$ cat config.mk
export PLATFORM = sky130hd
export DESIGN_NAME = pwi_ctrl
export DESIGN_NICKNAME = d
export VERILOG_FILES = /design/src/hdl/pwi_pkg.sv /design/src/hdl/pwi_ctrl.sv
export SDC_FILE = /design/constraint.sdc
export NUM_CORES = 1
export LEC_CHECK = 0
export BUFFER_PORTS_ARGS = -buffer_cell sky130_fd_sc_hd__buf_4
export CAP_MARGIN = 25
export CORE_ASPECT_RATIO = 0.9
export CORE_MARGIN = 1.5
export CORE_UTILIZATION = 40
export CTS_BUF_LIST = sky130_fd_sc_hd__clkbuf_16
export DETAILED_ROUTE_END_ITERATION = 6
export GPL_ROUTABILITY_DRIVEN = 0
export HOLD_SLACK_MARGIN = 0.06
export PLACE_DENSITY_LB_ADDON = 0.15
export SETUP_SLACK_MARGIN = 0.4
export SLEW_MARGIN = 10
export SYNTH_ARGS = -nofsm -noshare
export SYNTH_HDL_FRONTEND = slang
export SYNTH_SLANG_ARGS = --single-unit
$ cat constraint.sdc
create_clock -name clk -period 2.86 [get_ports clk]
set_input_delay 0.715 -clock clk [delete_from_list [all_inputs] [get_ports clk]]
set_output_delay 0.715 -clock clk [all_outputs]
set_load 0.01 [all_outputs]
$ cat src/hdl/pwi_pkg.sv
// Shared types, constants and helpers for the windowed-integral PID core.
// No dependencies; compiled first.
`default_nettype none
package pwi_pkg;

	localparam int PWI_HIST_DEPTH = 64;
	localparam int PWI_CFG_IDX_W  = 3;
	localparam int PWI_DIV_W      = 64;
	localparam int PWI_DIV_CNT_W  = 7;
	localparam int PWI_WRAP_BITS  = 33;

	typedef enum logic [PWI_CFG_IDX_W-1:0] {
		REG_SETPOINT,
		REG_PROP_GAIN,
		REG_INTEG_GAIN,
		REG_DERIV_GAIN,
		REG_CLAMP_LOW,
		REG_CLAMP_HIGH,
		REG_WRAP_MODE,
		REG_HISTORY_TIME
	} pwi_reg_t;

	typedef enum logic [4:0] {
		S_IDLE, S_CLEAR, S_ERR, S_ERRCHK, S_WDIV, S_WFIX, S_PLMUL, S_PLACC,
		S_SCAN, S_APPEND, S_SUM, S_SUMFIN, S_TOTAL, S_PMUL, S_KMUL, S_IPMUL,
		S_DMUL, S_DSTART, S_DDIV, S_DFIX, S_COMBINE, S_DONE
	} pwi_state_t;

	typedef enum logic [4:0] {
		DP_NOP, DP_CLEAR, DP_ERR, DP_ERRCHK, DP_WFIX, DP_PLMUL, DP_PLACC,
		DP_SCAN, DP_APPEND, DP_SUM, DP_SUMFIN, DP_TOTAL, DP_PMUL, DP_KMUL,
		DP_IPMUL, DP_DMUL, DP_DSTART, DP_DFIX, DP_COMBINE, DP_OUT
	} pwi_op_t;

	typedef struct packed {
		pwi_op_t op;
		logic    load;
	} pwi_cmd_t;

	typedef struct packed {
		logic wrap_need;
		logic hist;
		logic dt_zero;
		logic div_busy;
		logic div_done;
		logic scan_done;
		logic sum_done;
	} pwi_stat_t;

	function automatic logic signed [31:0] sat32(input logic signed [65:0] v);
		logic signed [31:0] r;
		if (v > 66'sd2147483647) begin
			r = 32'sh7fffffff;
		end else if (v < -66'sd2147483648) begin
			r = 32'sh80000000;
		end else begin
			r = 32'(v);
		end
		return r;
	endfunction

endpackage
`default_nettype wire

$ cat src/hdl/pwi_ctrl.sv
// Sequencer for one item: error, integral, terms, result word.
// Uses pwi_pkg; commands pwi_dpath.
`default_nettype none
module pwi_ctrl (
	input  logic               clk,
	input  logic               arst_n,
	input  logic               in_valid,
	input  logic               in_operation,
	output logic               in_ready,
	output logic               out_valid,
	input  logic               out_ready,
	output pwi_pkg::pwi_cmd_t  cmd,
	input  pwi_pkg::pwi_stat_t st
);
	import pwi_pkg::*;

	pwi_state_t state_q, state_nx;
	logic       out_valid_q;
	logic       slot_free;

	assign slot_free = !out_valid_q || out_ready;

	always_comb begin
		state_nx = state_q;
		case (state_q)
			S_IDLE:    if (in_valid) state_nx = in_operation ? S_CLEAR : S_ERR;
			S_CLEAR:   state_nx = S_DONE;
			S_ERR:     state_nx = S_ERRCHK;
			S_ERRCHK:  state_nx = st.wrap_need ? S_WDIV : (st.hist ? S_SCAN : S_PLMUL);
			S_WDIV:    if (st.div_done) state_nx = S_WFIX;
			S_WFIX:    state_nx = st.hist ? S_SCAN : S_PLMUL;
			S_PLMUL:   state_nx = S_PLACC;
			S_PLACC:   state_nx = S_TOTAL;
			S_SCAN:    if (st.scan_done) state_nx = S_APPEND;
			S_APPEND:  state_nx = S_SUM;
			S_SUM:     if (st.sum_done) state_nx = S_SUMFIN;
			S_SUMFIN:  state_nx = S_TOTAL;
			S_TOTAL:   state_nx = S_PMUL;
			S_PMUL:    state_nx = S_KMUL;
			S_KMUL:    state_nx = S_IPMUL;
			S_IPMUL:   state_nx = S_DMUL;
			S_DMUL:    state_nx = S_DSTART;
			S_DSTART:  state_nx = st.dt_zero ? S_COMBINE : S_DDIV;
			S_DDIV:    if (st.div_done) state_nx = S_DFIX;
			S_DFIX:    state_nx = S_COMBINE;
			S_COMBINE: state_nx = S_DONE;
			S_DONE:    if (slot_free) state_nx = S_IDLE;
			default:   state_nx = S_IDLE;
		endcase
	end

	always_comb begin
		cmd.load = (state_q == S_IDLE) && in_valid;
		case (state_q)
			S_CLEAR:   cmd.op = DP_CLEAR;
			S_ERR:     cmd.op = DP_ERR;
			S_ERRCHK:  cmd.op = DP_ERRCHK;
			S_WFIX:    cmd.op = DP_WFIX;
			S_PLMUL:   cmd.op = DP_PLMUL;
			S_PLACC:   cmd.op = DP_PLACC;
			S_SCAN:    cmd.op = DP_SCAN;
			S_APPEND:  cmd.op = DP_APPEND;
			S_SUM:     cmd.op = DP_SUM;
			S_SUMFIN:  cmd.op = DP_SUMFIN;
			S_TOTAL:   cmd.op = DP_TOTAL;
			S_PMUL:    cmd.op = DP_PMUL;
			S_KMUL:    cmd.op = DP_KMUL;
			S_IPMUL:   cmd.op = DP_IPMUL;
			S_DMUL:    cmd.op = DP_DMUL;
			S_DSTART:  cmd.op = DP_DSTART;
			S_DFIX:    cmd.op = DP_DFIX;
			S_COMBINE: cmd.op = DP_COMBINE;
			S_DONE:    cmd.op = slot_free ? DP_OUT : DP_NOP;
			default:   cmd.op = DP_NOP;
		endcase
	end

	always_ff @(posedge clk or negedge arst_n) begin
		if (!arst_n) begin
			state_q     <= S_IDLE;
			out_valid_q <= 1'b0;
		end else begin
			state_q <= state_nx;
			if ((state_q == S_DONE) && slot_free) begin
				out_valid_q <= 1'b1;
			end else if (out_ready) begin
				out_valid_q <= 1'b0;
			end
		end
	end

	assign in_ready  = state_q == S_IDLE;
	assign out_valid = out_valid_q;

	a_div_running: assert property (@(posedge clk) disable iff (!arst_n)
		(state_q == S_WDIV || state_q == S_DDIV) |-> (st.div_busy || st.div_done))
		else $error("waiting on an idle divider");
	a_done_hands_off: assert property (@(posedge clk) disable iff (!arst_n)
		(state_q == S_DONE && slot_free) |=> (state_q == S_IDLE && out_valid_q))
		else $error("result word not posted");
	a_word_held: assert property (@(posedge clk) disable iff (!arst_n)
		(out_valid_q && !out_ready) |=> out_valid_q)
		else $error("result word dropped");

endmodule
`default_nettype wire

==> results of run 1 <==
through the flow:
stage / setup WS (ns) / instances / hold slack [ns]
after floorplan: 0.826 / 111 / 0.419
after CTS: 0.416 / 151 / 0.289
after global routing: 0.470 / 151 / 0.290
final: 0.566 / 151 / 0.289
after detailed placement: 0.550 / 148 / 0.524
after global placement: 0.537 / 148 / 0.523
worst reg2reg max path: cells and delay by family (launching register included):
kind                   cells  cell delay, ns
AOI/OAI and AO/OA          1            0.10
buffers and inverters      1            0.23
DFF                        1            0.48
muxes                      1            0.31
and+or+nand+nor            3            0.67
worst max path at each step:
stage          depth (start not counted)  endpoint  slack, ns
2_1_floorplan                          5    cmd[4]       0.83
3_5_place_dp                           6    cmd[1]       0.55
3_3_place_gp                           6    cmd[1]       0.54
5_1_grt                                6    cmd[3]       0.47
6_report                               6    cmd[1]       0.57
4_1_cts                                5    cmd[1]       0.42
metal layers:
layer,up-vias,GRT usage,wire length (um)
met5,-,0,0
met3,2,0.0530,142
met1,407,0.267,985
met2,39,0.315,959
met4,0,0.0500,14
li1,444,-,-
cells in the mapped netlist, drive strengths merged:
master	instances
a31o	1
and3	1
nand3b	1
a21o	1
xnor2	1
nand2	10
o2111ai	2
inv	5
nor2	7
o41ai	1
o221ai	1
o32ai	2
or3	3
mux2i	3
clkbuf	1
a32oi	1
a211oi	2
nand2b	3
a21oi	11
a2bb2oi	1
o21bai	2
nand3	6
o22ai	3
and2	1
o31ai	1
nor3b	2
nor3	3
o21ai	8
mux2	1
nor4	2
o211ai	1
buf	10
a31oi	3
nor2b	4
dfrtp	6
cell type report:
class | instances | area share
well taps | 25 | 0.0313
flip-flops and latches | 6 | 0.152
clock buffers | 3 | 0.0750
repair buffers | 23 | 0.173
inverters | 5 | 0.0188
multi-input cells | 89 | 0.550
power by group:
group,switching [W],internal (W)
combinational,0.000378,0.000336
clock,0.0000405,0.000179
sequential,0.0000836,0.000123
total,0.000502,0.000637
state kept, by name (all words and copies together) (netlist names):
signal     count
out_valid      1
state_q        5
cells by family (layout without fill, tap and decap cells):
family	Yosys count	in the layout	share of synthesized area
flops	6	6	0.191
simple gates	43	43	0.288
xor+xnor	1	1	0.0111
compound gates	41	41	0.343
buf+inv	16	31	0.110
mux	4	4	0.0572
==> impl_metrics.json, run 1 <==
{
  "maxCapViolCount": 0,
  "dieArea_um2": 2240,
  "critPathSlowestCell": "a32oi_1",
  "p_leak_nw": 0.420,
  "ir_drop_mv": 0.737,
  "rows": 15,
  "grt_pass1_vias": 711,
  "crit_top_cell": "buf_4",
  "place_area_um2": 923,
  "dr.pass1.iters": 4,
  "fin_setup_tns_ns": 0,
  "ff_latch_area_um2": 153,
  "yosysTopAreaCell": "dfrtp_1",
  "avgViaCountPerCell": 5.91,
  "worstPathCellList": "buf_4 > nor2b_1 > o21bai_1 > a32oi_1 > o221ai_1 > buf_4",
  "track_usage": 0.197,
  "die_h_um": 45.1,
  "hold_violations": 0,
  "yosysSeqAreaShare": 0.191,
  "postSynthAreaPerCell_um2": 7.09,
  "htreeDepth": 1,
  "drc_errors": 0,
  "cts_setup_buffers": 0,
  "drive_above_1_share": 0.262,
  "num_vias": 892,
  "die_w_um": 49.8,
  "reg2reg_from": "state_q[4]$_DFFE_PN0P_",
  "crit_buf_inv": 2,
  "numCtsBuffers": 3,
  "cp.required_ns": 2.14,
  "dp_hpwl_um": 1600,
  "fin_crit_sh": 0.802,
  "crit_type": "in2out",
  "synth_area_um2": 787,
  "grt_pass1_wl_um": 3370,
  "setup_violations": 0,
  "drt_iter0_drc": 26,
  "cts_root_buf": "clkbuf_16",
  "cts_resized": 0,
  "critPathMaxStageDelay_ns": 0.19,
  "core-area_um2": 1880,
  "max_freq_ghz": 0.436,
  "power_density_nw_per_um2": 1140,
  "r2r_cells": 6,
  "wire_per_inst_um": 13.9,
  "hp-class": "in2async",
  "antenna_found_initial": 0,
  "syn_nets": 123,
  "area_delta_synth_final_pct": 27.2,
  "outcome": "complete, no violations",
  "layout_commonest_cell": "buf_4",
  "finalMaxSlewViolations": 0,
  "max_slew.worst_pin.slew_ns": 0.462,
  "synth_top_area_share": 0.191,
  "yosys_warnings": 0,
  "fin_crit_ns": 2.29,
  "r2r_slack_ns": 0.94,
  "synthDistinctLibCells": 40,
  "slew_headroom": 0.692,
  "fin_area_um2": 1000,
  "end_kind": "output pin",
  "grt_max_degree": 24,
  "multi_input_area_um2": 551,
  "final_cell_mix": "buf_4, a21oi_1, nand2_1",
  "grt_overflow": 0,
  "ios": 20,
  "crit_start": "out_ready",
  "cts.sinks": 6,
  "clk_latency_ns": 0.22,
  "cts-hold-fix-buffers": 0,
  "cts.clk_slew.worst_paths_ns": 0.03,
  "clock_skew_ns": 0.000528,
  "ant_nets": 0,
  "critPathTopFamily": "compound AO/OA/AOI/OAI gates",
  "synth_seq_cells": 6,
  "nNetsFinal": 140,
  "clock_path_buffers": 2,
  "cts_tree": "built",
  "rsz0062_at_grt": "false",
  "worstSetupStartpointType": "input port",
  "crit_fanout": 2,
  "portBuffers": 18,
  "worstPathArrival_ns": 1.58,
  "start_util": 0.419,
  "antenna_cells": 0,
  "power_w": 0.00114,
  "fillerInstances": 192,
  "r2r_end": "state_q[1]$_DFFE_PN0P_",
  "synthCells": 111,
  "synth.top_cells.by_area": "dfrtp_1, a21oi_1, o21ai_0, nand2_1, buf_2",
  "wl_um": 2100,
  "fin_util": 0.533
}
Note: power is estimated with default switching activity, not from simulation.
==> run 2: changes to the inputs <==
- clock period: 2.86 -> 2.4 ns (I/O delays scaled with it)
==> run 2 against run 1 <==
Against the previous run:
- cell count is 9.3% higher
- largest power group unchanged
- routed wire length is 20% higher
- global-route usage increased by 2.3 points
- setup slack worse by 0.23 ns
- clock-buffer cell count did not move
- critical path depth shrank 1
- non-clock buffer count up 14
- final area grew 16%
==> impl_metrics.json, run 2 (synthesis gave the netlist of run 1 again) <==
{
  "clock_path_buffers": 2,
  "grt_overflow": 0,
  "r2r_slack_ns": 0.60,
  "cts.sinks": 6,
  "grt_pass1_vias": 816,
  "cts_tree": "built",
  "ir_drop_mv": 1.02,
  "p_leak_nw": 0.502,
  "timing.hold.ws_ns": 0.173,
  "hp-class": "in2async",
  "fin_crit_sh": 0.862,
  "dp.cells": 149,
  "crit_type": "reg2out",
  "cts_root_buf": "clkbuf_16",
  "end_kind": "output pin",
  "finalMaxSlewViolations": 0,
  "top_register": "state_q",
  "power_density_nw_per_um2": 1380,
  "outcome": "complete, no violations",
  "antenna_cells": 0,
  "cp.required_ns": 1.80,
  "largest_register_ffs": 5,
  "clock_skew_ns": 0.00145,
  "portBuffers": 18,
  "track_usage": 0.220,
  "nNetsFinal": 154,
  "fin_setup_tns_ns": 0,
  "fin_crit_ns": 2.07,
  "area_delta_synth_final_pct": 47.9,
  "power_frac_clock": 0.164,
  "htreeDepth": 1,
  "power_w": 0.00161,
  "ios": 20,
  "avgViaCountPerCell": 6.07,
  "maxCapViolCount": 0,
  "layout_commonest_cell": "buf_4",
  "antenna_found_initial": 0,
  "dp_hpwl_um": 1610,
  "worstSetupStartpointType": "flip-flop",
  "p_comb_frac": 0.693,
  "sw_frac_of_total": 0.439,
  "seqPwrFrac": 0.143,
  "clk_latency_ns": 0.22,
  "core-area_um2": 1880,
  "num_vias": 1002,
  "numCtsBuffers": 3,
  "max_slew.worst_pin.slew_ns": 0.344,
  "crit_fanout": 8,
  "place_area_um2": 931,
  "die_h_um": 45.1,
  "dr.pass1.iters": 4,
  "slew_headroom": 0.769,
  "intPower_w": 0.000904,
  "wire_per_inst_um": 15.3,
  "power.switching_w": 0.000706,
  "setup_violations": 0,
  "die_w_um": 49.8,
  "drc_errors": 0,
  "wl_um": 2520,
  "grt_pass1_wl_um": 3730,
  "drt_iter0_drc": 44,
  "fin_cells": 165,
  "grt_max_degree": 24,
  "dieArea_um2": 2240,
  "rsz0062_at_grt": "true",
  "cts.clk_slew.worst_paths_ns": 0.03,
  "max_freq_ghz": 0.484,
  "worstPathArrival_ns": 1.47,
  "drive_above_1_share": 0.407,
  "hold_violations": 0,
  "fin_area_um2": 1160,
  "ant_nets": 0,
  "final_cell_mix": "buf_4, a21oi_1, nand2_1",
  "cts-hold-fix-buffers": 0,
  "rows": 15,
  "start_util": 0.419
}
## run 2: cell types whose count changed in the layout (fill, tap and decap cells not counted), sizes merged
cell / previous run / this run
buf: 23 / 36
clkbuf: 3 / 4
## run 2: per-layer routing
| metal | share of wire | GRT usage | wire, um |
|---|---|---|---|
| met5 | 0 | 0 | 0 |
| met4 | 0.017 | 0.0500 | 43 |
| met3 | 0.076 | 0.0530 | 193 |
| met2 | 0.48 | 0.381 | 1220 |
| met1 | 0.42 | 0.282 | 1070 |
## run 2: repair_timing
item / CTS / global route
setup buffers: 4 / 9
pin swaps: 2 / 2
resized for setup: 14 / 8
endpoints found under the setup margin: 7 / 7
## run 2: worst max-delay path: stages (launching register included)
cell,delay [ns]
dfrtp_2,0.46
buf_6,0.17
nor2_4,0.14
a32oi_1,0.07
o221ai_1,0.23
buf_4,0.17
## run 2: power by group through the flow
stage / logic, W / registers (W) / clock network [W]
2_1_floorplan: 0.000673 / 0.000175 / 0
3_3_place_gp: 0.000870 / 0.000224 / 0
3_5_place_dp: 0.000875 / 0.000224 / 0
4_1_cts: 0.000988 / 0.000213 / 0.000268
5_1_grt: 0.00120 / 0.000239 / 0.000277
6_report: 0.00112 / 0.000230 / 0.000264
## run 2: through the flow
step,worst slack (ns),util
after detailed placement,0.276,0.496
after floorplan,0.481,-
after CTS,0.366,0.571
final,0.332,0.620
after global placement,0.310,0.496
after global routing,0.258,0.620
## run 2: final timing paths
check / start / end / cells after the start
worst min register to register: out_valid$_DFFE_PN0P_ / out_valid$_DFFE_PN0P_ / 2
worst min-delay path: arst_n / state_q[4]$_DFFE_PN0P_ / 1
worst max-delay path: state_q[2]$_DFFE_PN0P_ / cmd[1] / 5
max in group asynchronous: arst_n / state_q[2]$_DFFE_PN0P_ / 1
worst max register to register: state_q[2]$_DFFE_PN0P_ / state_q[1]$_DFFE_PN0P_ / 7
min in group clk: st[6] / state_q[3]$_DFFE_PN0P_ / 2
## run 2: layout make-up
type | count | area (um2)
fillers | 174 | 713
clock buffers | 3 | 75.1
flip-flops and latches | 6 | 155
repair buffers | 37 | 283
multi-input cells | 89 | 601
well taps | 25 | 31.3
inverters | 5 | 18.8
==> run 3: changes to the inputs <==
- ABC_AREA: default -> 1
==> run 3 against run 2 <==
Against the previous run:
- cell count increased by 30%
- combinational power increased by 27%
- clock power increased by 4%
- critical path depth increased by 3
- total power increased by 20%
- largest power group unchanged
==> impl_metrics.json, run 3 <==
{
  "outcome": "complete, no violations",
  "grt_overflow": 0,
  "max_slew.worst_pin.slew_ns": 0.264,
  "synthCells": 145,
  "synth.top_cells.by_area": "nand2_1, dfrtp_1, nand3_1, inv_1, nor2_1",
  "p_leak_nw": 0.780,
  "cts_tree": "built",
  "grt_max_degree": 14,
  "worstSetupStartpointType": "flip-flop",
  "cp.required_ns": 1.80,
  "rows": 14,
  "cp_num_cells": 8,
  "crit_buf_inv": 2,
  "worstPathCellList": "inv_2 > nand2_4 > nor2_4 > nand2_1 > nand2_1 > nor3_2 > nand2_1 > buf_4",
  "ios": 20,
  "dr.pass1.iters": 4,
  "largest_register_ffs": 5,
  "critPathSlowestCell": "dfrtp_2",
  "final_cell_mix": "nand2_1, buf_4, inv_1",
  "cts_root_buf": "clkbuf_16",
  "portBuffers": 18,
  "hp-class": "in2async",
  "timing.hold.ws_ns": 0.167,
  "dieArea_um2": 2230,
  "critPathTopFamily": "simple AND/OR/NAND/NOR gates",
  "ff_latch_area_um2": 155,
  "multi_input_area_um2": 668,
  "ant_nets": 0,
  "synth.most_common_cell": "nand2_1",
  "yosys_warnings": 0,
  "crit_top_cell": "nand2_1",
  "yosysTopAreaCell": "nand2_1",
  "syn_nets": 157,
  "area_delta_synth_final_pct": 73.8,
  "synthTopCellsByCount": "nand2_1, inv_1, nand3_1",
  "start_util": 0.446,
  "fin_setup_tns_ns": 0,
  "slew_headroom": 0.822,
  "numCtsBuffers": 3,
  "synth_edf_count": 0,
  "nNetsFinal": 204,
  "reg2reg_from": "state_q[0]$_DFFE_PN0P_",
  "fin_crit_ns": 2.10,
  "maxCapViolCount": 0,
  "cts.sinks": 6,
  "crit_type": "reg2out",
  "power_w": 0.00194,
  "avgViaCountPerCell": 5.64,
  "antenna_found_initial": 0,
  "critPathMaxStageDelay_ns": 0.45,
  "setup_ws_ns": 0.296,
  "end_kind": "output pin",
  "drt_iter0_drc": 98,
  "power_density_nw_per_um2": 1430,
  "track_usage": 0.249,
  "grt_pass1_vias": 972,
  "synthDistinctLibCells": 21,
  "num_vias": 1207,
  "drc_errors": 0,
  "core-area_um2": 1750,
  "dp_hpwl_um": 1720,
  "fin_crit_sh": 0.877,
  "clock_path_buffers": 2,
  "top_register": "state_q",
  "clk_latency_ns": 0.23,
  "synth-main-ff-cell": "dfrtp_1",
  "finalMaxSlewViolations": 0,
  "antenna_cells": 0,
  "r2r_end": "state_q[4]$_DFFE_PN0P_",
  "synth_area_um2": 782,
  "fillerInstances": 126,
  "layout_commonest_cell": "nand2_1",
  "htreeDepth": 1,
  "wl_um": 3140,
  "synthArstFlopShare": 1.00,
  "synth_seq_cells": 6,
  "ir_drop_mv": 0.884,
  "rsz0062_at_grt": "true",
  "synth_top_area_share": 0.245,
  "r2r_slack_ns": 0.83,
  "r2r_cells": 10,
  "clock_skew_ns": 0.00392,
  "place_ws_ns": 0.378,
  "die_w_um": 49.6,
  "drive_above_1_share": 0.495,
  "max_freq_ghz": 0.475,
  "setup_violations": 0,
  "worstPathArrival_ns": 1.50,
  "hold_violations": 0,
  "die_h_um": 44.9,
  "postSynthAreaPerCell_um2": 5.39,
  "wire_per_inst_um": 14.7,
  "crit_fanout": 5,
  "cts.clk_slew.worst_paths_ns": 0.04,
  "grt_pass1_wl_um": 4150,
  "yosysSeqAreaShare": 0.192,
  "cts-hold-fix-buffers": 0
}
[run 3: how the worst max path moves through the flow]
| stage | from | to |
|---|---|---|
| 6_report | state_q[3]$_DFFE_PN0P_ | cmd[1] |
| 5_1_grt | state_q[3]$_DFFE_PN0P_ | cmd[2] |
| 4_1_cts | state_q[2]$_DFFE_PN0P_ | cmd[1] |
| 3_5_place_dp | out_ready | cmd[5] |
| 3_3_place_gp | out_ready | cmd[5] |
| 2_1_floorplan | state_q[0]$_DFFE_PN0P_ | cmd[2] |
[run 3: power breakdown]
| part | total [W] | internal [W] | switching [W] |
|---|---|---|---|
| Sequential | 0.000243 | 0.000151 | 0.0000918 |
| Combinational | 0.00142 | 0.000638 | 0.000783 |
| Clock | 0.000274 | 0.000214 | 0.0000598 |
| Total | 0.00194 | 0.00100 | 0.000935 |
[run 3: kinds of logic (layout without fill, tap and decap cells)]
| group | count (synthesis) | count (layout) | share of synthesized area |
|---|---|---|---|
| AND/OR/NAND/NOR | 107 | 107 | 0.614 |
| flip-flops | 6 | 6 | 0.192 |
| AO/OA/AOI/OAI | 8 | 8 | 0.0640 |
| buffers and inverters | 24 | 69 | 0.130 |
[run 3: through the flow]
step	util	cell area, um2	cells
2_1_floorplan	-	782	145
3_3_place_gp	0.539	943	187
3_5_place_dp	0.539	943	187
4_1_cts	0.688	1200	201
5_1_grt	0.776	1360	214
6_report	0.776	1360	214
[run 3: what timing repair did]
| item | in CTS | in global routing |
|---|---|---|
| resized for setup | 34 | 16 |
| setup endpoints to repair | 7 | 7 |
| setup buffers | 11 | 13 |
| pin swaps | 7 | 7 |
[run 3: metal layers]
layer  vias to the layer above  global-route usage  share of wire
li1                        552                   -              -
met1                       546               0.294           0.41
met2                        91               0.440           0.46
met3                        18              0.0629           0.11
met4                         0              0.0944          0.031
met5                         -                   0              0
[run 3: layout make-up]
| type | instances | share of cell area |
|---|---|---|
| multi-input combinational | 115 | 0.492 |
| clock buffer | 3 | 0.0552 |
| sequential | 6 | 0.114 |
| timing repair buffer | 44 | 0.254 |
| tap | 24 | 0.0221 |
| inverter | 22 | 0.0626 |
